**src/hdl/depth_to_point_backprojection_core_defines.svh**
```systemverilog
// assertion macros shared by the back-projection core rtl
// depends on nothing; the including module provides clk and arst_n
`ifndef DEPTH_TO_POINT_BACKPROJECTION_CORE_DEFINES_SVH
`define DEPTH_TO_POINT_BACKPROJECTION_CORE_DEFINES_SVH
`ifndef SYNTH
// concurrent check, disabled while reset is asserted
`define DTPB_ASSERT(lbl, prop) \
	lbl: assert property (@(posedge clk) disable iff (!arst_n) prop) \
		else $error("dtpb assertion failed");
// condition this cycle implies a consequence on the next cycle
`define DTPB_ASSERT_NEXT(lbl, cond, conseq) \
	lbl: assert property (@(posedge clk) disable iff (!arst_n) (cond) |=> (conseq)) \
		else $error("dtpb assertion failed");
`else
`define DTPB_ASSERT(lbl, prop)
`define DTPB_ASSERT_NEXT(lbl, cond, conseq)
`endif
`endif

```
**src/hdl/dtpb_fifo.sv**
```systemverilog
// short queue between the front end and the projection back end
// depends on the assertion macro header
`default_nettype none
`include "depth_to_point_backprojection_core_defines.svh"
module dtpb_fifo #(
	parameter int W  = 64,
	parameter int AW = 2
) (
	input  logic         clk,
	input  logic         arst_n,
	input  logic         wr_en,
	input  logic [W-1:0] wr_data,
	input  logic         rd_en,
	output logic [W-1:0] rd_data,
	output logic         full,
	output logic         empty
);
	localparam int DEPTH = 1 << AW;

	logic [W-1:0]  mem_q [DEPTH];
	logic [AW-1:0] wr_ptr_q, rd_ptr_q;
	logic [AW:0]   cnt_q;

	always_ff @(posedge clk) begin
		if (wr_en) begin
			mem_q[wr_ptr_q] <= wr_data;
		end
	end

	always_ff @(posedge clk or negedge arst_n) begin
		if (!arst_n) begin
			wr_ptr_q <= '0;
			rd_ptr_q <= '0;
			cnt_q    <= '0;
		end else begin
			if (wr_en) begin
				wr_ptr_q <= wr_ptr_q + AW'(1);
			end
			if (rd_en) begin
				rd_ptr_q <= rd_ptr_q + AW'(1);
			end
			case ({wr_en, rd_en})
				2'b10:   cnt_q <= cnt_q + (AW+1)'(1);
				2'b01:   cnt_q <= cnt_q - (AW+1)'(1);
				default: cnt_q <= cnt_q;
			endcase
		end
	end

	assign rd_data = mem_q[rd_ptr_q];
	assign full    = cnt_q == (AW+1)'(DEPTH);
	assign empty   = cnt_q == '0;

	`DTPB_ASSERT(a_no_overflow, wr_en |-> !full)
	`DTPB_ASSERT(a_no_underflow, rd_en |-> !empty)

endmodule
`default_nettype wire

```
**config.mk**
```make
export PLATFORM = sky130hd
export DESIGN_NAME = dtpb_fifo
export DESIGN_NICKNAME = d
export VERILOG_FILES = /design/src/hdl/dtpb_fifo.sv
export VERILOG_INCLUDE_DIRS = /design/src /design/src/hdl
export SDC_FILE = /design/constraint.sdc
export NUM_CORES = 1
export LEC_CHECK = 0
export ABC_AREA = 1
export BUFFER_PORTS_ARGS = -buffer_cell sky130_fd_sc_hd__buf_4
export CORE_ASPECT_RATIO = 0.7
export CORE_MARGIN = 4
export CORE_UTILIZATION = 43
export CTS_CLUSTER_SIZE = 40
export DETAILED_ROUTE_END_ITERATION = 8
export SYNTH_ARGS = -nofsm -noshare
export SYNTH_HDL_FRONTEND = slang
export SYNTH_SLANG_ARGS = --single-unit
```
**constraint.sdc**
```tcl
create_clock -name clk -period 2.7 [get_ports clk]
set_clock_uncertainty 0.1 [all_clocks]
set_input_delay 0.54 -clock clk [delete_from_list [all_inputs] [get_ports clk]]
set_output_delay 0.54 -clock clk [all_outputs]
set_load 0.02 [all_outputs]
```
==> impl_metrics.toml <==
[status]
outcome = "finished clean"

[global_route]
gr-total-overflow = 0
grt_pass1_wl_mm = 33.4
grt_pass1_vias = 5858
grt_antenna_before_repair = 0
grt_usage_pct = 14.6
grt_max_degree = 84

[finish]
diodes = 0
synthToLayoutAreaGrowth_pct = 18.4
design_area_um2 = 13400
num-nets-final = 1007
drive_above_1_share_pct = 33.3
fillers = 2158

[synth]
synth_most_common_cell = "edfxtp_1"
synth-edff-count = 256
synth-seq-cells = 263
synth_top_cell_by_area = "edfxtp_1"
synth_warnings = 0
synth_nets = 870
synthTopCellsByArea = "edfxtp_1 (68%), o211ai_2 (9.3%), nand2_1 (5.6%)"
syn_area_um2 = 11300
syn_area_per_cell_um2 = 14.2
synth_common_cells = "edfxtp_1 (256), nand2_1 (167), inv_1 (141)"
yosysTopAreaCellShare_pct = 68.2
synth_flop_cell = "edfxtp_1"
synth_cell_types = 22
syn_inst = 796
synth_async_sr_flop_share_pct = 2.66
ys_seq_area_share_pct = 69.7

[clocking]
clock_path_buffers = 3
clkLatencyLatePin_ps = 510
htree_levels = 1
tritoncts = "built"
root_buffer = "clkbuf_16"
clk_pin_slew_worst_paths_ps = 60
clock_sink_count = 263
cts_buffers = 26

[sta]
setup_viol = 0
final.min_clock_period_ps = 2550
finalSetupTns_ps = 0
timing.final.crit_share_pct = 94.4
finalHoldViolCount = 0
worst_pin_slew_ps = 613
drv_slew = 0
rsz0062_at_grt = "no"
max_freq_mhz = 392
max-slew-margin-rel_pct = 59.1

[worst_setup_path]
path_cells = "buf_16 -> nand2_1 -> o211ai_1 -> nand2_1 -> buf_4"
start_kind = "flop"
critPathTopFamily = "flip-flops"
cp.required_ps = 2060
cp_slowest_stage_delay_ps = 540
cpMostUsedCell = "nand2_1"
slowest_stage = "dfrtp_4"
critPathCaptureType = "primary output"
path_max_fanout = 83
worstPathArrival_ps = 1910
crit_type = "reg2out"
crit_buf_inv = 2

[pwr]
pwr_density_cell_nw_per_um2 = 1160
total_power_uw = 15500
power.leakage_uw = 0.00539
vdd_drop_max_mv = 0.848

[route]
via_per_inst = 4.71
vias = 6050
routed_wl_mm = 21.4
drtIter0Drc = 283
remaining_drc_errors = 0
wl_per_cell_um = 16.6
ant_nets = 0
drtPass1Iterations = 4

[job]
max_cap_viol_count = 0

[die]
fp.dieW_um = 202
row_count = 49
dieArea_um2 = 28900
die_h_um = 144
design.core.area_um2 = 25700
ioPinCount = 134
start_util_pct = 43.8

[placement]
dp_hpwl_mm = 12.4
dpl_cell_area_um2 = 12500
place_congestion = 0.706
portBuffers = 133

[worst_hold_path]
hold_class = "in2reg"
state kept, by name (all words and copies together), names as in the netlist:
signal,count
rd_ptr_q,2
wr_ptr_q,2
mem_q,256
cnt_q,3
placed cells by master, fill, tap and decap left out, types with 2 or more instances in the layout:
master,synthesis,routed
clkinv_2,0,10
o211ai_2,84,84
o211ai_1,44,44
edfxtp_1,256,256
inv_1,141,137
dfrtp_1,7,5
xor2_1,3,3
o21ai_0,2,2
dfrtp_4,0,2
nand2_2,36,36
buf_12,10,10
nor3_1,2,2
clkbuf_1,1,9
clkbuf_16,0,27
bufinv_16,0,3
nand2_1,167,167
buf_4,8,141
ha_1,5,5
area by class of cell:
class	instances	area (µm²)	area share, %
sequential	263	7870	58.9
multi-input combinational	347	2380	17.8
timing repair buffer	153	1300	9.71
clock buffer	37	723	5.42
inverter	142	538	4.03
tap	331	414	3.10
clock inverter	11	131	0.984
metrics by stage:
stage          std cells  utilization, %  hold WS (ps)  setup slack (ps)
3_5_place_dp        1235            48.5           270               664
2_1_floorplan        796               -           144              87.9
3_3_place_gp        1235            48.5           275               680
6_report            1284            51.9           117               152
5_1_grt             1284            51.9          88.6              12.8
4_1_cts             1284            51.8          84.2               100
power breakdown:
group | total, µW | switching (µW) | leakage [µW] | internal, µW
Combinational | 6320 | 3960 | 0.00254 | 2370
Sequential | 5600 | 249 | 0.00243 | 5350
Clock | 3580 | 1430 | 0.000418 | 2150
Total | 15500 | 5640 | 0.00539 | 9870
layer usage:
metal | GRT usage (%) | part of all wire [%]
met5 | 0 | 0
met4 | 3.02 | 1.8
met3 | 3.83 | 5.5
met2 | 23.6 | 46
met1 | 20.5 | 47
path summary, 6_finish.rpt:
path | endpoint | from | slack [ps] | cells after the start
max | rd_data[37] | rd_ptr_q[0]$_DFFE_PN0P_ | 150 | 5
min | mem_q[0][46]$_DFFE_PP_ | wr_data[46] | 120 | 1
max reg2reg | mem_q[1][47]$_DFFE_PP_ | wr_ptr_q[1]$_DFFE_PN0P_ | 910 | 5
min reg2reg | cnt_q[2]$_DFFE_PN0P_ | cnt_q[2]$_DFFE_PN0P_ | 400 | 2
max in group asynchronous | rd_ptr_q[1]$_DFFE_PN0P_ | arst_n | 2060 | 2
min in group asynchronous | wr_ptr_q[0]$_DFFE_PN0P_ | arst_n | 280 | 2
logic make-up after synthesis:
| group | share of synthesized area, % |
|---|---|
| buffers and inverters | 9.16 |
| DFF | 69.7 |
| xor gates and xnor gates | 0.311 |
| adders and majority gates | 0.732 |
| AOI/OAI and AO/OA | 12.3 |
| and+or+nand+nor | 7.74 |
timing repair:
action	in CTS	in global routing
gates resized for setup	0	1
setup buffers	0	0
hold buffers	1	0
endpoints found under the setup margin	0	3
hold endpoints to repair	7	0
worst register-to-register path, delay by kind of cell (launching register included):
family                   cells  cell delay (ps)
flip-flops                   1              400
buffers and inverters        3              720
AND/OR/NAND/NOR              1               60
adder cells (fa/ha/maj)      1              140
Power figures use the tool's default switching activity.
