==> config.mk <==
export PLATFORM = sky130hd
export DESIGN_NAME = dtpb_back
export DESIGN_NICKNAME = d
export VERILOG_FILES = /design/src/hdl/dtpb_pkg.sv /design/src/hdl/dtpb_proj.sv /design/src/hdl/dtpb_back.sv
export VERILOG_INCLUDE_DIRS = /design/src /design/src/hdl
export SDC_FILE = /design/constraint.sdc
export NUM_CORES = 2
export LEC_CHECK = 0
export BUFFER_PORTS_ARGS = -buffer_cell sky130_fd_sc_hd__buf_2
export CORE_MARGIN = 5
export CORE_UTILIZATION = 66
export DETAILED_ROUTE_END_ITERATION = 8
export GPL_TIMING_DRIVEN = 0
export PLACE_DENSITY = 0.82
export SLEW_MARGIN = 20
export SYNTH_ARGS = -nofsm -noshare
export SYNTH_HDL_FRONTEND = slang
export SYNTH_SLANG_ARGS = --single-unit
==> constraint.sdc <==
create_clock -name clk -period 10.79 [get_ports clk]
set_input_delay 1.079 -clock clk [delete_from_list [all_inputs] [get_ports clk]]
set_output_delay 1.079 -clock clk [all_outputs]
set_load 0.01 [all_outputs]
==> src/hdl/depth_to_point_backprojection_core_defines.svh <==
// assertion macros shared by the back-projection core rtl
// depends on nothing; the including module provides clk and arst_n
`ifndef DEPTH_TO_POINT_BACKPROJECTION_CORE_DEFINES_SVH
`define DEPTH_TO_POINT_BACKPROJECTION_CORE_DEFINES_SVH
`ifndef SYNTH
// concurrent check, disabled while reset is asserted
`define DTPB_ASSERT(lbl, prop) \
	lbl: assert property (@(posedge clk) disable iff (!arst_n) prop) \
		else $error("dtpb assertion failed");
// condition this cycle implies a consequence on the next cycle
`define DTPB_ASSERT_NEXT(lbl, cond, conseq) \
	lbl: assert property (@(posedge clk) disable iff (!arst_n) (cond) |=> (conseq)) \
		else $error("dtpb assertion failed");
`else
`define DTPB_ASSERT(lbl, prop)
`define DTPB_ASSERT_NEXT(lbl, cond, conseq)
`endif
`endif

==> src/hdl/dtpb_pkg.sv <==
// shared types and constants of the depth back-projection core
// depends on nothing
`default_nettype none
package dtpb_pkg;

	localparam int DEPTH_W    = 16;
	localparam int COLOR_W    = 8;
	localparam int CENTER_W   = 15;
	localparam int INV_W      = 21;
	localparam int SIZE_W     = 12;
	localparam int COORD_W    = 32;
	localparam int FOCAL_FRAC = 24;
	localparam int PP_LO_W    = 18;

	localparam int CFG_IDX_W  = 3;
	localparam int CFG_DATA_W = 21;

	typedef enum logic [CFG_IDX_W-1:0] {
		CFG_CENTER_X     = 3'd0,
		CFG_CENTER_Y     = 3'd1,
		CFG_INV_FOCAL_X  = 3'd2,
		CFG_INV_FOCAL_Y  = 3'd3,
		CFG_IMAGE_WIDTH  = 3'd4,
		CFG_IMAGE_HEIGHT = 3'd5
	} cfg_idx_t;

	localparam logic [CENTER_W-1:0] RST_CENTER_X    = 15'd5120;
	localparam logic [CENTER_W-1:0] RST_CENTER_Y    = 15'd3840;
	localparam logic [INV_W-1:0]    RST_INV_FOCAL   = 21'd31957;
	localparam logic [SIZE_W-1:0]   RST_IMAGE_WIDTH  = 12'd640;
	localparam logic [SIZE_W-1:0]   RST_IMAGE_HEIGHT = 12'd480;

	typedef struct packed {
		logic [CENTER_W-1:0] center_x;
		logic [CENTER_W-1:0] center_y;
		logic [INV_W-1:0]    inv_focal_x;
		logic [INV_W-1:0]    inv_focal_y;
	} cam_cfg_t;

	typedef struct packed {
		logic [COLOR_W-1:0] red;
		logic [COLOR_W-1:0] green;
		logic [COLOR_W-1:0] blue;
	} rgb_t;

endpackage
`default_nettype wire

==> src/hdl/dtpb_proj.sv <==
// one axis of the pinhole back-projection: three-stage multiply, round, saturate
// depends on dtpb_pkg
`default_nettype none
module dtpb_proj #(
	parameter int POS_W = 11
) (
	input  logic                                clk,
	input  logic                                en,
	input  logic [POS_W-1:0]                    pos,
	input  logic [dtpb_pkg::CENTER_W-1:0]       centre,
	input  logic [dtpb_pkg::DEPTH_W-1:0]        depth,
	input  logic [dtpb_pkg::INV_W-1:0]          inv,
	output logic signed [dtpb_pkg::COORD_W-1:0] value
);
	import dtpb_pkg::*;

	localparam int DW   = (POS_W + 4 > CENTER_W) ? POS_W + 4 : CENTER_W;
	localparam int PW   = DW + DEPTH_W;
	localparam int HI_W = PW - PP_LO_W;
	localparam int MW   = PW + INV_W;
	localparam int RW   = MW + 1 - FOCAL_FRAC;
	localparam int RX   = (RW > COORD_W + 1) ? RW : COORD_W + 1;

	logic [DW-1:0]            p16, cen, diff;
	logic                     neg;
	logic [PW-1:0]            prod_s1;
	logic                     neg_s1;
	logic [PP_LO_W+INV_W-1:0] lo_s2;
	logic [HI_W+INV_W-1:0]    hi_s2;
	logic                     neg_s2;
	logic [MW:0]              rnd;
	logic [RX-1:0]            r, r_sat;
	logic [COORD_W-1:0]       res;

	always_comb begin
		p16  = DW'({pos, 4'b0000});
		cen  = DW'(centre);
		neg  = cen > p16;
		diff = neg ? (cen - p16) : (p16 - cen);
	end

	// split the wide product into two partial products
	always_ff @(posedge clk) begin
		if (en) begin
			prod_s1 <= PW'(diff) * PW'(depth);
			neg_s1  <= neg;
			lo_s2   <= (PP_LO_W+INV_W)'(prod_s1[PP_LO_W-1:0]) * (PP_LO_W+INV_W)'(inv);
			hi_s2   <= (HI_W+INV_W)'(prod_s1[PW-1:PP_LO_W]) * (HI_W+INV_W)'(inv);
			neg_s2  <= neg_s1;
			value   <= signed'(res);
		end
	end

	// recombine, round half away from zero on the magnitude, saturate
	always_comb begin
		rnd = ((MW+1)'(hi_s2) << PP_LO_W) + (MW+1)'(lo_s2)
			+ ((MW+1)'(1) << (FOCAL_FRAC - 1));
		r = RX'(rnd[MW:FOCAL_FRAC]);
		if (neg_s2) begin
			r_sat = (r > (RX'(1) << (COORD_W - 1))) ? (RX'(1) << (COORD_W - 1)) : r;
			res   = COORD_W'(0) - r_sat[COORD_W-1:0];
		end else begin
			r_sat = (r > ((RX'(1) << (COORD_W - 1)) - RX'(1)))
				? ((RX'(1) << (COORD_W - 1)) - RX'(1)) : r;
			res   = r_sat[COORD_W-1:0];
		end
	end

endmodule
`default_nettype wire

==> src/hdl/dtpb_back.sv <==
// back end: stall-together projection pipeline with the result register
// depends on dtpb_pkg, dtpb_proj and the assertion macro header
`default_nettype none
`include "depth_to_point_backprojection_core_defines.svh"
module dtpb_back #(
	parameter int COL_W = 11,
	parameter int ROW_W = 11
) (
	input  logic                                clk,
	input  logic                                arst_n,
	input  dtpb_pkg::cam_cfg_t                  cam,
	input  logic                                q_empty,
	output logic                                q_pop,
	input  logic [COL_W-1:0]                    q_col,
	input  logic [ROW_W-1:0]                    q_row,
	input  logic [dtpb_pkg::DEPTH_W-1:0]        q_depth,
	input  dtpb_pkg::rgb_t                      q_rgb,
	input  logic                                q_frame_end,
	output logic                                empty,
	input  logic                                pop,
	output logic signed [dtpb_pkg::COORD_W-1:0] point_x,
	output logic signed [dtpb_pkg::COORD_W-1:0] point_y,
	output logic [dtpb_pkg::DEPTH_W-1:0]        point_z,
	output logic                                point_valid,
	output dtpb_pkg::rgb_t                      out_rgb,
	output logic                                frame_end
);
	import dtpb_pkg::*;

	logic               en;
	logic               v_s1, v_s2, v_s3;
	logic [DEPTH_W-1:0] depth_s1, depth_s2, depth_s3;
	rgb_t               rgb_s1, rgb_s2, rgb_s3;
	logic               fe_s1, fe_s2, fe_s3;

	// whole pipeline moves when the result slot is free or being taken
	assign en    = !v_s3 || pop;
	assign q_pop = en && !q_empty;

	always_ff @(posedge clk or negedge arst_n) begin
		if (!arst_n) begin
			v_s1 <= 1'b0;
			v_s2 <= 1'b0;
			v_s3 <= 1'b0;
		end else if (en) begin
			v_s1 <= !q_empty;
			v_s2 <= v_s1;
			v_s3 <= v_s2;
		end
	end

	always_ff @(posedge clk) begin
		if (en) begin
			depth_s1 <= q_depth;
			rgb_s1   <= q_rgb;
			fe_s1    <= q_frame_end;
			depth_s2 <= depth_s1;
			rgb_s2   <= rgb_s1;
			fe_s2    <= fe_s1;
			depth_s3 <= depth_s2;
			rgb_s3   <= rgb_s2;
			fe_s3    <= fe_s2;
		end
	end

	// zero depth gives a zero product, so both coordinates come out zero
	dtpb_proj #(.POS_W(COL_W)) u_proj_x (
		.clk    (clk),
		.en     (en),
		.pos    (q_col),
		.centre (cam.center_x),
		.depth  (q_depth),
		.inv    (cam.inv_focal_x),
		.value  (point_x)
	);

	dtpb_proj #(.POS_W(ROW_W)) u_proj_y (
		.clk    (clk),
		.en     (en),
		.pos    (q_row),
		.centre (cam.center_y),
		.depth  (q_depth),
		.inv    (cam.inv_focal_y),
		.value  (point_y)
	);

	assign empty       = !v_s3;
	assign point_z     = depth_s3;
	assign point_valid = depth_s3 != '0;
	assign out_rgb     = rgb_s3;
	assign frame_end   = fe_s3;

	`DTPB_ASSERT(a_zero_depth_point, v_s3 && !point_valid |-> point_x == 0 && point_y == 0)

endmodule
`default_nettype wire

==> out/results.ini <==
[timing]
min_period_ns = 10.40
clock.fmax_mhz = 96.2
period_share = 0.964
finalHoldViolCount = 0
max_slew_margin = 0.189
drv_slew = 0
finClkSkew_ns = 0.0597
fin_hold_ws_ns = 0.248
tns_ns = 0
rsz0062_at_grt = no
tightest_slew_ns = 1.21
finalSetupViolations = 0

[detailed_routing]
wire_per_inst_um = 21.1
drc = 0
dr.pass1.iters = 8
ant_nets = 0
via_per_inst = 5.89
routed_wl_mm = 207
vias = 57800
drt-initial-drc-count = 5280

[synthesis]
synth_edf_count = 359
synth_nets = 10200
yosysSeqAreaShare = 0.146
synthTopCellsByArea = fa_1 (37%), edfxtp_1 (14%), ha_1 (12%)
syn_area_um2 = 74500
yosys_warnings = 0
yosysTopAreaCellShare = 0.372
ys_seq_elements = 362
async_reset_ff_frac = 0.00829
synth_top_area_cell = fa_1
syn_avg_cell_area_um2 = 9.34
ys.flop_type = edfxtp_1
syn_inst = 7971
synthDistinctLibCells = 105

[clocking]
insertion_delay_ns = 0.66
clockRootBuffer = clkbuf_16
clockBufferDepth = 3
path_clk_slew_ns = 0.06
htree_num_levels = 2
cts_hold_buffers = 0
clock_sinks = 362
cts_tree = built
cts_buffers = 42

[floorplan]
core_area_um2 = 112000
io_pins = 247
initial_core_util = 0.663
die_w_um = 346
die_h_um = 346
design.die.area_um2 = 120000
num_rows = 123

[global_route]
antenna_found_initial = 22
grtUsageTotal = 0.346
overflow = 0
grt_pass1_vias = 60400
grt_max_degree = 112
grt_pass1_wl_mm = 326

[critical_path]
endpoint_kind = flip-flop
crit_fanout = 10
critical_path_arrival_ns = 10.71
r2r-end = u_proj_x.lo_s2[38]
r2r_cells = 23
cp_slowest_cell = clkbuf_1
rrSetupSlack_ns = 2.51
required_ns = 11.11
r2r-start = u_proj_x.prod_s1[1]
worstSetupPathType = in -> reg
max_stage_delay_ns = 0.70
crit_top_cell = fa_1
worstSetupStartpointType = input pin

[status]
status = complete, no violations

[final_layout]
final_cells = 9808
areaGrowthSynthToFinish_pct = 6.36
nets = 10500
final_cell_mix = inv_1 (1605), fa_1 (1384), nand2_1 (1243)
drive_above_1_share = 0.0503
final_core_util = 0.705
final_common_cell = inv_1

[placed_design]
port_buffers = 243
place_hpwl_mm = 171
dp_cells = 9717
gp_congestion = 1.01

[worst_hold_path]
hp-class = in -> async

[flow_run]
cap_viol_max_count = 0

==> layout make-up <==
cell class                 instances  area [µm²]
fill                            8510       33200
clock inverter                    31         362
clock buffer                      47        1070
tap                             1500        1880
antenna                           13        32.5
buffer                           411        1580
sequential                       362       10900
inverter                        1612        6060
multi-input combinational       5586       56000
timing repair buffer             246        1300
==> repair_timing <==
| action | in CTS | in global routing |
|---|---|---|
| setup buffers | 0 | 0 |
| endpoints found under the setup margin | 0 | 10 |
| gates resized for setup | 0 | 21 |
==> cell usage after synthesis, types with 25 or more instances <==
cell and number:
a21o_1 92, a21oi_1 192, nor2b_1 71, edfxtp_1 359, o21bai_1 35, nand4_1 26
and2_1 570, xor2_1 68, nand2_1 1243, nor4_1 25, nor2_1 229, o21ai_0 103
a211oi_1 36, xnor2_1 181, nand3_1 45, mux2i_1 49, ha_1 694, inv_1 1606
fa_1 1384, nand2b_1 67, o311ai_0 25, clkbuf_1 395, o21a_1 30, nor3_1 94
==> layer usage <==
layer  GRT usage  part of all wire  vias to the layer above
met3       0.104              0.12                      800
li1            -                 -                    25200
met4       0.159             0.060                       12
met2       0.542              0.45                     3474
met1       0.448              0.37                    28300
met5           0           0.00038                        -
==> cell families after synthesis <==
family | after synthesis | synth area share
AOI/OAI and AO/OA | 703 | 0.0644
xor gates and xnor gates | 249 | 0.0293
adders and majority gates | 2078 | 0.489
buffers and inverters | 2023 | 0.102
DFF | 362 | 0.146
muxes | 71 | 0.00997
and+or+nand+nor | 2485 | 0.159
==> how the worst max path moves through the flow <==
| stage | cells past startpoint | slack (ns) | endpoint | startpoint |
|---|---|---|---|---|
| 2_1_floorplan | 35 | 1.63 | u_proj_y.prod_s1[28] | cam[47] |
| 3_3_place_gp | 3 | -0.76 | depth_s1[11] | pop |
| 3_5_place_dp | 36 | -0.50 | u_proj_y.prod_s1[30] | cam[42] |
| 4_1_cts | 36 | 0.11 | u_proj_y.prod_s1[30] | cam[42] |
| 5_1_grt | 36 | 0.002 | u_proj_y.prod_s1[29] | cam[42] |
| 6_report | 36 | 0.39 | u_proj_y.prod_s1[28] | cam[47] |
==> state kept, by name, indices dropped and copies added (netlist names), 16 cells and up <==
| signal | count |
|---|---|
| rgb_s2 | 24 |
| u_proj_x.lo_s2 | 21 |
| rgb_s1 | 24 |
| u_proj_y.prod_s1 | 31 |
| u_proj_x.prod_s1 | 31 |
| u_proj_y.lo_s2 | 21 |
| u_proj_y.value | 30 |
| out_rgb | 24 |
| u_proj_y.hi_s2 | 34 |
| depth_s2 | 16 |
| u_proj_x.hi_s2 | 34 |
| point_z | 16 |
| u_proj_x.value | 30 |
| depth_s1 | 16 |
==> critical path: cells and delay by family <==
family	cells	cell delay (ns)
buf+inv	7	1.24
mux	2	0.77
compound gates	14	2.98
xor+xnor	1	0.30
simple gates	4	0.73
fa+ha+maj	8	3.59
==> metrics by stage <==
step	setup slack, ns	area [µm²]
after floorplan	1.63	74500
after CTS	0.108	79100
after global placement	-0.757	77500
after global routing	0.00151	79200
final	0.392	79200
after detailed placement	-0.505	77600
Power is left out: the tool's default activity adds up to more than one toggle a clock period on the data nets, which glitch-free logic cannot reach.
