--- config.mk ---
export PLATFORM = sky130hd
export DESIGN_NAME = dtpb_front
export DESIGN_NICKNAME = d
export VERILOG_FILES = /design/src/hdl/dtpb_pkg.sv /design/src/hdl/dtpb_front.sv
export VERILOG_INCLUDE_DIRS = /design/src /design/src/hdl
export SDC_FILE = /design/constraint.sdc
export NUM_CORES = 1
export LEC_CHECK = 0
export ABC_AREA = 0
export ABC_CLOCK_PERIOD_IN_PS = 8310
export BUFFER_PORTS_ARGS = -buffer_cell sky130_fd_sc_hd__buf_2
export CORE_ASPECT_RATIO = 1.75
export CORE_MARGIN = 2
export CORE_UTILIZATION = 55
export DETAILED_ROUTE_END_ITERATION = 10
export PLACE_DENSITY = 0.81
export SYNTH_ARGS = -nofsm -noshare
export SYNTH_HDL_FRONTEND = slang
export SYNTH_SLANG_ARGS = --single-unit
--- constraint.sdc ---
create_clock -name clk -period 8.31 [get_ports clk]
set_clock_uncertainty 0.2 [all_clocks]
set_input_delay 1.2465 -clock clk [delete_from_list [all_inputs] [get_ports clk]]
set_output_delay 1.2465 -clock clk [all_outputs]
set_load 0.02 [all_outputs]
--- src/hdl/depth_to_point_backprojection_core_defines.svh ---
// assertion macros shared by the back-projection core rtl
// depends on nothing; the including module provides clk and arst_n
`ifndef DEPTH_TO_POINT_BACKPROJECTION_CORE_DEFINES_SVH
`define DEPTH_TO_POINT_BACKPROJECTION_CORE_DEFINES_SVH
`ifndef SYNTH
// concurrent check, disabled while reset is asserted
`define DTPB_ASSERT(lbl, prop) \
	lbl: assert property (@(posedge clk) disable iff (!arst_n) prop) \
		else $error("dtpb assertion failed");
// condition this cycle implies a consequence on the next cycle
`define DTPB_ASSERT_NEXT(lbl, cond, conseq) \
	lbl: assert property (@(posedge clk) disable iff (!arst_n) (cond) |=> (conseq)) \
		else $error("dtpb assertion failed");
`else
`define DTPB_ASSERT(lbl, prop)
`define DTPB_ASSERT_NEXT(lbl, cond, conseq)
`endif
`endif

--- src/hdl/dtpb_pkg.sv ---
// shared types and constants of the depth back-projection core
// depends on nothing
`default_nettype none
package dtpb_pkg;

	localparam int DEPTH_W    = 16;
	localparam int COLOR_W    = 8;
	localparam int CENTER_W   = 15;
	localparam int INV_W      = 21;
	localparam int SIZE_W     = 12;
	localparam int COORD_W    = 32;
	localparam int FOCAL_FRAC = 24;
	localparam int PP_LO_W    = 18;

	localparam int CFG_IDX_W  = 3;
	localparam int CFG_DATA_W = 21;

	typedef enum logic [CFG_IDX_W-1:0] {
		CFG_CENTER_X     = 3'd0,
		CFG_CENTER_Y     = 3'd1,
		CFG_INV_FOCAL_X  = 3'd2,
		CFG_INV_FOCAL_Y  = 3'd3,
		CFG_IMAGE_WIDTH  = 3'd4,
		CFG_IMAGE_HEIGHT = 3'd5
	} cfg_idx_t;

	localparam logic [CENTER_W-1:0] RST_CENTER_X    = 15'd5120;
	localparam logic [CENTER_W-1:0] RST_CENTER_Y    = 15'd3840;
	localparam logic [INV_W-1:0]    RST_INV_FOCAL   = 21'd31957;
	localparam logic [SIZE_W-1:0]   RST_IMAGE_WIDTH  = 12'd640;
	localparam logic [SIZE_W-1:0]   RST_IMAGE_HEIGHT = 12'd480;

	typedef struct packed {
		logic [CENTER_W-1:0] center_x;
		logic [CENTER_W-1:0] center_y;
		logic [INV_W-1:0]    inv_focal_x;
		logic [INV_W-1:0]    inv_focal_y;
	} cam_cfg_t;

	typedef struct packed {
		logic [COLOR_W-1:0] red;
		logic [COLOR_W-1:0] green;
		logic [COLOR_W-1:0] blue;
	} rgb_t;

endpackage
`default_nettype wire

--- src/hdl/dtpb_front.sv ---
// front end: raster position counters and frame-end classification
// depends on dtpb_pkg and the assertion macro header
`default_nettype none
`include "depth_to_point_backprojection_core_defines.svh"
module dtpb_front #(
	parameter int MAX_WIDTH  = 2048,
	parameter int MAX_HEIGHT = 2048
) (
	input  logic                             clk,
	input  logic                             arst_n,
	input  logic                             accept,
	input  logic [dtpb_pkg::SIZE_W-1:0]      image_width,
	input  logic [dtpb_pkg::SIZE_W-1:0]      image_height,
	output logic [$clog2(MAX_WIDTH)-1:0]     col,
	output logic [$clog2(MAX_HEIGHT)-1:0]    row,
	output logic                             frame_end
);
	import dtpb_pkg::*;

	localparam int COL_W = $clog2(MAX_WIDTH);
	localparam int ROW_W = $clog2(MAX_HEIGHT);
	localparam int SXW   = (COL_W + 1 > SIZE_W) ? COL_W + 1 : SIZE_W;
	localparam int SYW   = (ROW_W + 1 > SIZE_W) ? ROW_W + 1 : SIZE_W;

	logic [COL_W-1:0] col_q;
	logic [ROW_W-1:0] row_q;
	logic [SXW-1:0]   w_reg, w_eff;
	logic [SYW-1:0]   h_reg, h_eff;
	logic             last_col, last_row;

	// zero acts as one, oversize clamps to the maximum
	always_comb begin
		w_reg = SXW'(image_width);
		h_reg = SYW'(image_height);
		if (w_reg == '0) begin
			w_eff = SXW'(1);
		end else if (w_reg > SXW'(MAX_WIDTH)) begin
			w_eff = SXW'(MAX_WIDTH);
		end else begin
			w_eff = w_reg;
		end
		if (h_reg == '0) begin
			h_eff = SYW'(1);
		end else if (h_reg > SYW'(MAX_HEIGHT)) begin
			h_eff = SYW'(MAX_HEIGHT);
		end else begin
			h_eff = h_reg;
		end
		// at or beyond the last index counts as last
		last_col = SXW'(col_q) >= (w_eff - SXW'(1));
		last_row = SYW'(row_q) >= (h_eff - SYW'(1));
	end

	always_ff @(posedge clk or negedge arst_n) begin
		if (!arst_n) begin
			col_q <= '0;
			row_q <= '0;
		end else if (accept) begin
			if (last_col) begin
				col_q <= '0;
				row_q <= last_row ? '0 : row_q + ROW_W'(1);
			end else begin
				col_q <= col_q + COL_W'(1);
			end
		end
	end

	assign col       = col_q;
	assign row       = row_q;
	assign frame_end = last_col && last_row;

	`DTPB_ASSERT_NEXT(a_frame_wrap, accept && frame_end, col_q == '0 && row_q == '0)

endmodule
`default_nettype wire

==> impl_metrics.tcl, run 1 <==
set metrics [dict create \
    status "finished, final reports clean" \
    cts_max_level 1 \
    multi_input_area_um2 1580 \
    vias 2189 \
    p_leak_nw 1.21 \
    clk_latency_ps 260 \
    numCtsBuffers 3 \
    wire_per_inst_um 14.9 \
    layout.cells.non_filler 360 \
    diodes 0 \
    min_path_type "register to register" \
    clkSinkCount 22 \
    crit_type "primary input to output port" \
    relSlewSlack 0.566 \
    layout-drive-gt1-share 0.186 \
    cts_resized 0 \
    max_freq_mhz 149 \
    drv_slew 0 \
    grt_first_pass_wirelength_um 9280 \
    startpoint_type "primary input" \
    core_um2 3870 \
    hold_buffers 0 \
    synthMostInstantiatedCell "nor2_1" \
    max-cap-violations 0 \
    ys_seq_elements 22 \
    design.portCount 50 \
    num-nets-final 367 \
    cts_buffer_depth 2 \
    rows 30 \
    crit_path_end_kind "output port" \
    grt_max_degree 23 \
    drt_iter0_drc 52 \
    synth_top_cells_by_count "39 x nor2_1, 26 x ha_1, 22 x dfrtp_1" \
    track_usage 0.264 \
    fillCellCount 347 \
    syn_avg_cell_area_um2 8.22 \
    ir_drop_mv 0.112 \
    routabilityCongestion 0.811 \
    synth.net_count 320 \
    synth-edff-count 0 \
    start_util 0.568 \
    crit_arrival_ps 5280 \
    drc 0 \
    clkTransAtPathRegs_ps 70 \
    post_cts_buffers 0 \
    antenna_found_initial 0 \
    ys_top_cells_by_area "dfrtp_1 25%, ha_1 15%, nor2_1 6.7%" \
    seq_area_frac_synth 0.251 \
    grt-ovfl-total 0 \
    port_buffers 49 \
    grt_setup_unrepaired "no" \
    totalPowerFinal_w 0.000318 \
    yosysWarnings 0 \
    final_antenna_net_count 0 \
    synthFlopType "dfrtp_1" \
    p_per_area_nw_per_um2 127 \
    die_area_um2 4530 \
    postSynthCellCount 267 \
    worstMarginPinSlew_ps 635 \
    area_delta_synth_final_pct 14.2 \
    syn-cell-area_um2 2190 \
    yosys.area.top_type "dfrtp_1" \
    cts_tree "built" \
    grt_pass1_vias 2203 \
    wl_um 5360 \
    synth_top_area_frac 0.251 \
    final_hold_viol_count 0 \
    viasPerCell 6.08 \
    fin_setup_tns_ps 0 \
    hpwl_um 4360 \
    die_h_um 87.6 \
    clock_tree.root_cell "clkbuf_8" \
    fin_crit_sh 0.809 \
    firstDrtPassIters 4 \
    synth_cell_types 51 \
    min_period_ps 6720 \
    dp_cells 357 \
    async_reset_ff_frac 1.00 \
    die_w_um 51.8 \
    seqCellArea_um2 551 \
    cp_data_required_time_ps 6860 \
    finalSetupViolCount 0 \
    critPathMaxFanout 10 \
]
==> layout by cell type, fill, tap and decap left out, types with 9 or more instances in the layout <==
| master | count |
|---|---|
| nand3_1 | 15 |
| nand2_1 | 18 |
| xnor2_1 | 9 |
| a22o_1 | 10 |
| ha_1 | 26 |
| o21ai_0 | 10 |
| dfrtp_1 | 22 |
| nor2_1 | 39 |
| buf_2 | 49 |
| a21o_1 | 10 |
==> worst max-delay path: stages <==
cell	delay (ps)
buf_2	120
or4_4	550
or4_4	440
or3_1	440
nor2_1	130
o21bai_1	90
ha_1	290
inv_1	100
nor2_1	60
a31oi_1	160
o21ai_0	110
ha_1	210
a2111o_1	390
a211oi_1	230
o31ai_1	140
nand2_1	290
nor2b_1	80
buf_2	170
==> final cells by class <==
type                            count  share of cell area
Timing Repair Buffer               49              0.0979
Multi-Input combinational cell    230               0.630
Clock buffer                        3              0.0165
Tap cell                           48              0.0240
Inverter                            8              0.0120
Sequential cell                    22               0.220
==> metal layers <==
layer  wire (um)  vias up  global-route usage  share of wire
li1            -     1089                   -              -
met1        2010     1029               0.264           0.38
met2        3070       59               0.535           0.57
met3         154       12              0.0154          0.029
met4         117        0               0.110          0.022
met5           0        -                   0              0
==> through the flow <==
stage,utilization,hold WS [ps],area (um^2),setup WS [ps]
detailed placement,0.638,363,2460,1590
floorplan,-,454,2190,2100
global placement,0.638,364,2460,1690
CTS,0.648,387,2510,1590
global route,0.648,412,2510,1300
finish,0.648,376,2510,1590
==> final timing paths <==
check | start | slack, ps | depth (start not counted) | end
max in group asynchronous | arst_n | 6840 | 1 | col[10]
worst max-delay path | image_height[2] | 1590 | 18 | frame_end
min in group asynchronous | arst_n | 740 | 1 | row[0]
worst min register to register | col[10] | 380 | 2 | col[10]
worst min-delay path | col[10] | 380 | 2 | col[10]
worst max register to register | row[0] | 5490 | 7 | row[8]
==> kinds of logic after synthesis <==
kind of cell,count (synthesis),share of synthesized area
buf+inv,15,0.0296
mux,1,0.00456
fa+ha+maj,26,0.148
flops,22,0.251
simple gates,113,0.254
xor+xnor,12,0.0479
compound gates,78,0.265
==> sequential cells by signal, indices dropped and copies added, names as in the netlist <==
register and cells:
col 11, row 11
==> where the power goes <==
part / switching (W) / leakage [nW] / internal [W]
registers: 0.0000212 / 0.289 / 0.000119
clock network: 0.0000330 / 0.0216 / 0.0000324
logic: 0.0000636 / 0.901 / 0.0000492
total: 0.000118 / 1.21 / 0.000200
(Power assumes the default switching activity.)
==> run 2, diff against run 1 <==
--- a/config.mk
+++ b/config.mk
@@ -7,13 +7,13 @@
 export NUM_CORES = 1
 export LEC_CHECK = 0
 export ABC_AREA = 0
-export ABC_CLOCK_PERIOD_IN_PS = 8310
+export ABC_CLOCK_PERIOD_IN_PS = 5750
 export BUFFER_PORTS_ARGS = -buffer_cell sky130_fd_sc_hd__buf_2
 export CORE_ASPECT_RATIO = 1.75
 export CORE_MARGIN = 2
-export CORE_UTILIZATION = 55
+export CORE_UTILIZATION = 50
 export DETAILED_ROUTE_END_ITERATION = 10
-export PLACE_DENSITY = 0.81
+export PLACE_DENSITY = 0.78
 export SYNTH_ARGS = -nofsm -noshare
 export SYNTH_HDL_FRONTEND = slang
 export SYNTH_SLANG_ARGS = --single-unit
==> constraint.sdc (replaced) <==
create_clock -name clk -period 5.75 [get_ports clk]
set_clock_uncertainty 0.2 [all_clocks]
set_input_delay 0.8625 -clock clk [delete_from_list [all_inputs] [get_ports clk]]
set_output_delay 0.8625 -clock clk [all_outputs]
set_load 0.02 [all_outputs]
==> run 2 against run 1 <==
Sequential share of layout area shrank 0.48 points. Routed wire length grew 1.2%. Design area grew 2.2%. Critical endpoint unchanged. Count of clock-buffer cells in the layout is the same. Highest routed layer unchanged. Non-clock buffer count grew 6. Worst hold slack lost 21 ps. Largest power group unchanged.
==> impl_metrics.tcl, run 2 (synthesis gave the netlist of run 1 again) <==
set metrics [dict create \
    status "finished, final reports clean" \
    fin_crit_sh 0.952 \
    max-cap-violations 0 \
    crit_type "primary input to output port" \
    min_period_ps 5470 \
    final_antenna_net_count 0 \
    startpoint_type "primary input" \
    seqCellArea_um2 551 \
    fin_area_um2 2560 \
    relSlewSlack 0.527 \
    gr-max-usage-layer "met2" \
    routabilityCongestion 0.775 \
    diodes 0 \
    finalSetupViolCount 0 \
    grt_max_degree 23 \
    layout_setup_ws_ps 276 \
    crit_arrival_ps 4410 \
    core_um2 4190 \
    worstMarginPinSlew_ps 692 \
    max_freq_mhz 183 \
    wl_um 5420 \
    design.portCount 50 \
    cp_data_required_time_ps 4690 \
    final_common_cell "buf_2" \
    drc 0 \
    wire_per_inst_um 14.8 \
    fin_setup_tns_ps 0 \
    met2_usage 0.487 \
    pre_cts_slack_ps 242 \
    drv_slew 0 \
    rows 31 \
    final_hold_viol_count 0 \
    hpwl_um 4530 \
    grt_pass1_vias 2144 \
    clkTransAtPathRegs_ps 80 \
    cp_slowest_cell "or4_4" \
    met1_usage 0.210 \
    min_path_type "primary input to async pin" \
    grt_first_pass_wirelength_um 8790 \
    firstDrtPassIters 4 \
    crit_path_end_kind "output port" \
    area_delta_synth_final_pct 16.8 \
    r2r-end "row[8]" \
    clk_latency_ps 250 \
    worstReg2RegStart "col[0]" \
    p_leak_nw 1.24 \
    numCtsBuffers 3 \
    num-nets-final 373 \
    p_per_area_nw_per_um2 178 \
    drt_iter0_drc 42 \
    layout.cells.non_filler 367 \
    port_buffers 49 \
    final_cell_mix "49 x buf_2, 39 x nor2_1, 26 x ha_1" \
    worstRegToRegCells 9 \
    multi_input_area_um2 1590 \
    grt-ovfl-total 0 \
    antenna_found_initial 0 \
    clock_tree.root_cell "clkbuf_8" \
    cts_max_level 1 \
    crit_path_max_incr_delay_ps 550 \
    ir_drop_mv 0.147 \
    vias 2207 \
    clkSinkCount 22 \
    dp_cells 364 \
    track_usage 0.232 \
    grt_setup_unrepaired "no" \
    cp_cell_sequence "buf_2, or4_4, or4_4, or3_1, nor2_1, o21bai_1, ha_1, inv_1, nor2_1, a31oi_1, o21ai_1, ha_1, a2111o_1, a211oi_2, o31ai_2, nand2_1, nor2b_1, buf_2" \
    start_util 0.524 \
    die_h_um 91.6 \
    die_w_um 54.1 \
    critPathMaxFanout 5 \
    viasPerCell 6.01 \
    met3_usage 0.0163 \
    cts_tree "built" \
    regToRegSetupSlack_ps 2850 \
    cts_buffer_depth 2 \
    layout-drive-gt1-share 0.208 \
    post_cts_buffers 0 \
    die_area_um2 4960 \
    place_area_um2 2510 \
    totalPowerFinal_w 0.000457 \
    fillCellCount 420 \
]
## run 2: cell type report
cell class,instances,share of cell area
well taps,49,0.0239
multi-input cells,230,0.620
repair buffers,55,0.113
inverters,8,0.0117
flip-flops and latches,22,0.215
clock buffers,3,0.0161
## run 2: worst max path at each step
stage,startpoint,to,slack [ps],cells after the start
floorplan,image_height[2],frame_end,310,16
global placement,image_height[2],frame_end,310,18
detailed placement,image_height[2],frame_end,240,18
CTS,image_height[2],frame_end,250,18
global route,image_height[2],frame_end,20,18
finish,image_height[2],frame_end,280,18
## run 2: per-layer routing
| metal | vias to the layer above | share of wire |
|---|---|---|
| met3 | 2 | 0.037 |
| li1 | 1092 | - |
| met5 | - | 0 |
| met1 | 1064 | 0.36 |
| met2 | 49 | 0.60 |
| met4 | 0 | 0.0081 |
## run 2: metrics by stage
step | utilization | hold WS (ps)
global route | 0.612 | 386
finish | 0.612 | 355
floorplan | - | 367
CTS | 0.609 | 366
global placement | 0.599 | 357
detailed placement | 0.599 | 381
## run 2: critical path, delay by kind of cell
| family | cells | cell delay, ps |
|---|---|---|
| compound gates | 6 | 1100 |
| fa+ha+maj | 2 | 420 |
| buf+inv | 3 | 350 |
| simple gates | 7 | 1660 |
## run 2: power breakdown
| group | total [W] | switching (W) | internal, W |
|---|---|---|---|
| clock | 0.0000914 | 0.0000448 | 0.0000466 |
| sequential | 0.000201 | 0.0000296 | 0.000171 |
| combinational | 0.000165 | 0.0000925 | 0.0000724 |
## run 2: timing repair
action	CTS	global route
endpoints found under the setup margin	0	1
resized for setup	0	2
endpoints found under the hold margin	0	0
hold buffers	0	0
==> run 3, diff against run 2 <==
--- a/config.mk
+++ b/config.mk
@@ -11,9 +11,8 @@
 export BUFFER_PORTS_ARGS = -buffer_cell sky130_fd_sc_hd__buf_2
 export CORE_ASPECT_RATIO = 1.75
 export CORE_MARGIN = 2
-export CORE_UTILIZATION = 50
+export CORE_UTILIZATION = 40
 export DETAILED_ROUTE_END_ITERATION = 10
-export PLACE_DENSITY = 0.78
 export SYNTH_ARGS = -nofsm -noshare
 export SYNTH_HDL_FRONTEND = slang
 export SYNTH_SLANG_ARGS = --single-unit
==> run 3 against run 2 <==
Critical path depth unchanged. Utilization down 12 points. Fmax down 0.62%. Routed wire length up 3.1%. Cell count up 7.9%. Total power up 0.71%. Non-clock buffer count up 4. Via count down 0.27%. First-iteration DRC count up 90%. Count of clock-buffer cells in the layout unchanged. Register-to-register slack better by 170 ps. Sequential cell count unchanged. Largest power group unchanged.
==> impl_metrics.tcl, run 3 (synthesis gave the netlist of run 1 again) <==
set metrics [dict create \
    totalPowerFinal_w 0.000460 \
    grt_max_degree 23 \
    finalSetupViolCount 0 \
    startpoint "image_height[2]" \
    clock_tree.root_cell "clkbuf_8" \
    rows 35 \
    worstMarginPinSlew_ps 668 \
    num-nets-final 377 \
    wl_um 5590 \
    final_hold_viol_count 0 \
    relSlewSlack 0.543 \
    crit_path_end_kind "output port" \
    viasPerCell 5.56 \
    area_delta_synth_final_pct 19.6 \
    design.portCount 50 \
    final_cell_mix "49 x buf_2, 39 x nor2_1, 26 x ha_1" \
    min_path_type "primary input to async pin" \
    routabilityCongestion 0.728 \
    die_area_um2 6120 \
    post_cts_buffers 0 \
    final_common_cell "buf_2" \
    antenna_found_initial 0 \
    cts_max_level 1 \
    final_util 0.495 \
    final_antenna_net_count 0 \
    diodes 0 \
    firstDrtPassIters 4 \
    ir_drop_mv 0.0736 \
    p_leak_nw 1.26 \
    core_um2 5300 \
    clk_latency_ps 260 \
    p_per_area_nw_per_um2 175 \
    worstReg2RegStart "col[0]" \
    fin_setup_tns_ps 0 \
    drt_iter0_drc 80 \
    cts_buffer_depth 2 \
    grt-ovfl-total 0 \
    die_w_um 60.0 \
    port_buffers 49 \
    drc 0 \
    clkSinkCount 22 \
    layout-drive-gt1-share 0.217 \
    startpoint_type "primary input" \
    grt_first_pass_wirelength_um 9200 \
    drv_slew 0 \
    clkTransAtPathRegs_ps 80 \
    wire_per_inst_um 14.1 \
    die_h_um 102 \
    regToRegSetupSlack_ps 3020 \
    hold_buffers 0 \
    fin_crit_sh 0.958 \
    max_freq_mhz 182 \
    vias 2201 \
    cts_resized 0 \
    cp_data_required_time_ps 4690 \
    max-cap-violations 0 \
    cts_tree "built" \
    grt_setup_unrepaired "no" \
    critPathMaxFanout 5 \
    crit_type "primary input to output port" \
    crit_arrival_ps 4450 \
    status "finished, final reports clean" \
    numCtsBuffers 3 \
    track_usage 0.192 \
    start_util 0.414 \
    min_period_ps 5510 \
    hpwl_um 4670 \
    grt_pass1_vias 2123 \
]
-- run 3: cell count changes in the layout (fill, tap and decap cells not counted), sizes merged --
cell and change:
buf +4
-- run 3: worst max-delay path, cell delays in order --
cell      delay (ps)
buf_2            120
or4_4            560
or4_4            440
or3_1            360
nor2_1           100
o21bai_1          90
ha_1             220
inv_1             80
nor2_1            50
a31oi_1          160
o21ai_0          100
ha_1             200
a2111o_1         400
a211oi_2         240
o31ai_2          120
nand2_1          110
nor2b_1           60
buf_2            160
-- run 3: final cells by class --
class                           count  area, um^2
Fill cell                         546        2680
Inverter                            8        30.0
Tap cell                           74        92.6
Multi-Input combinational cell    230        1590
Clock buffer                        3        41.3
Sequential cell                    22         551
Timing Repair Buffer               59         320
-- run 3: worst paths after layout --
| check | endpoint | depth (start not counted) |
|---|---|---|
| min | row[1] | 1 |
| max in group asynchronous | col[10] | 1 |
| min in group clk | col[10] | 2 |
| max | frame_end | 18 |
| max reg2reg | row[8] | 9 |
| min reg2reg | col[10] | 2 |
-- run 3: through the flow --
stage / worst slack, ps / instances / cell area (um^2) / hold slack (ps)
2_1_floorplan: 311 / 267 / 2190 / 367
5_1_grt: 19.9 / 396 / 2620 / 393
3_3_place_gp: 255 / 393 / 2570 / 370
4_1_cts: 157 / 396 / 2610 / 377
6_report: 242 / 396 / 2620 / 355
3_5_place_dp: 159 / 393 / 2570 / 360
-- run 3: power breakdown --
group	switching, W	internal, W	total [W]
Sequential	0.0000288	0.000171	0.000200
Combinational	0.0000930	0.0000731	0.000166
Clock	0.0000475	0.0000468	0.0000942
Total	0.000169	0.000291	0.000460
-- run 3: per-layer routing --
layer	global-route usage	part of all wire	routed length, um	vias up
met1	0.185	0.38	2110	1038
met3	0.0127	0.028	158	7
met4	0.0632	0.015	83	0
met2	0.399	0.58	3230	51
met5	0	0	0	-
li1	-	-	-	1105
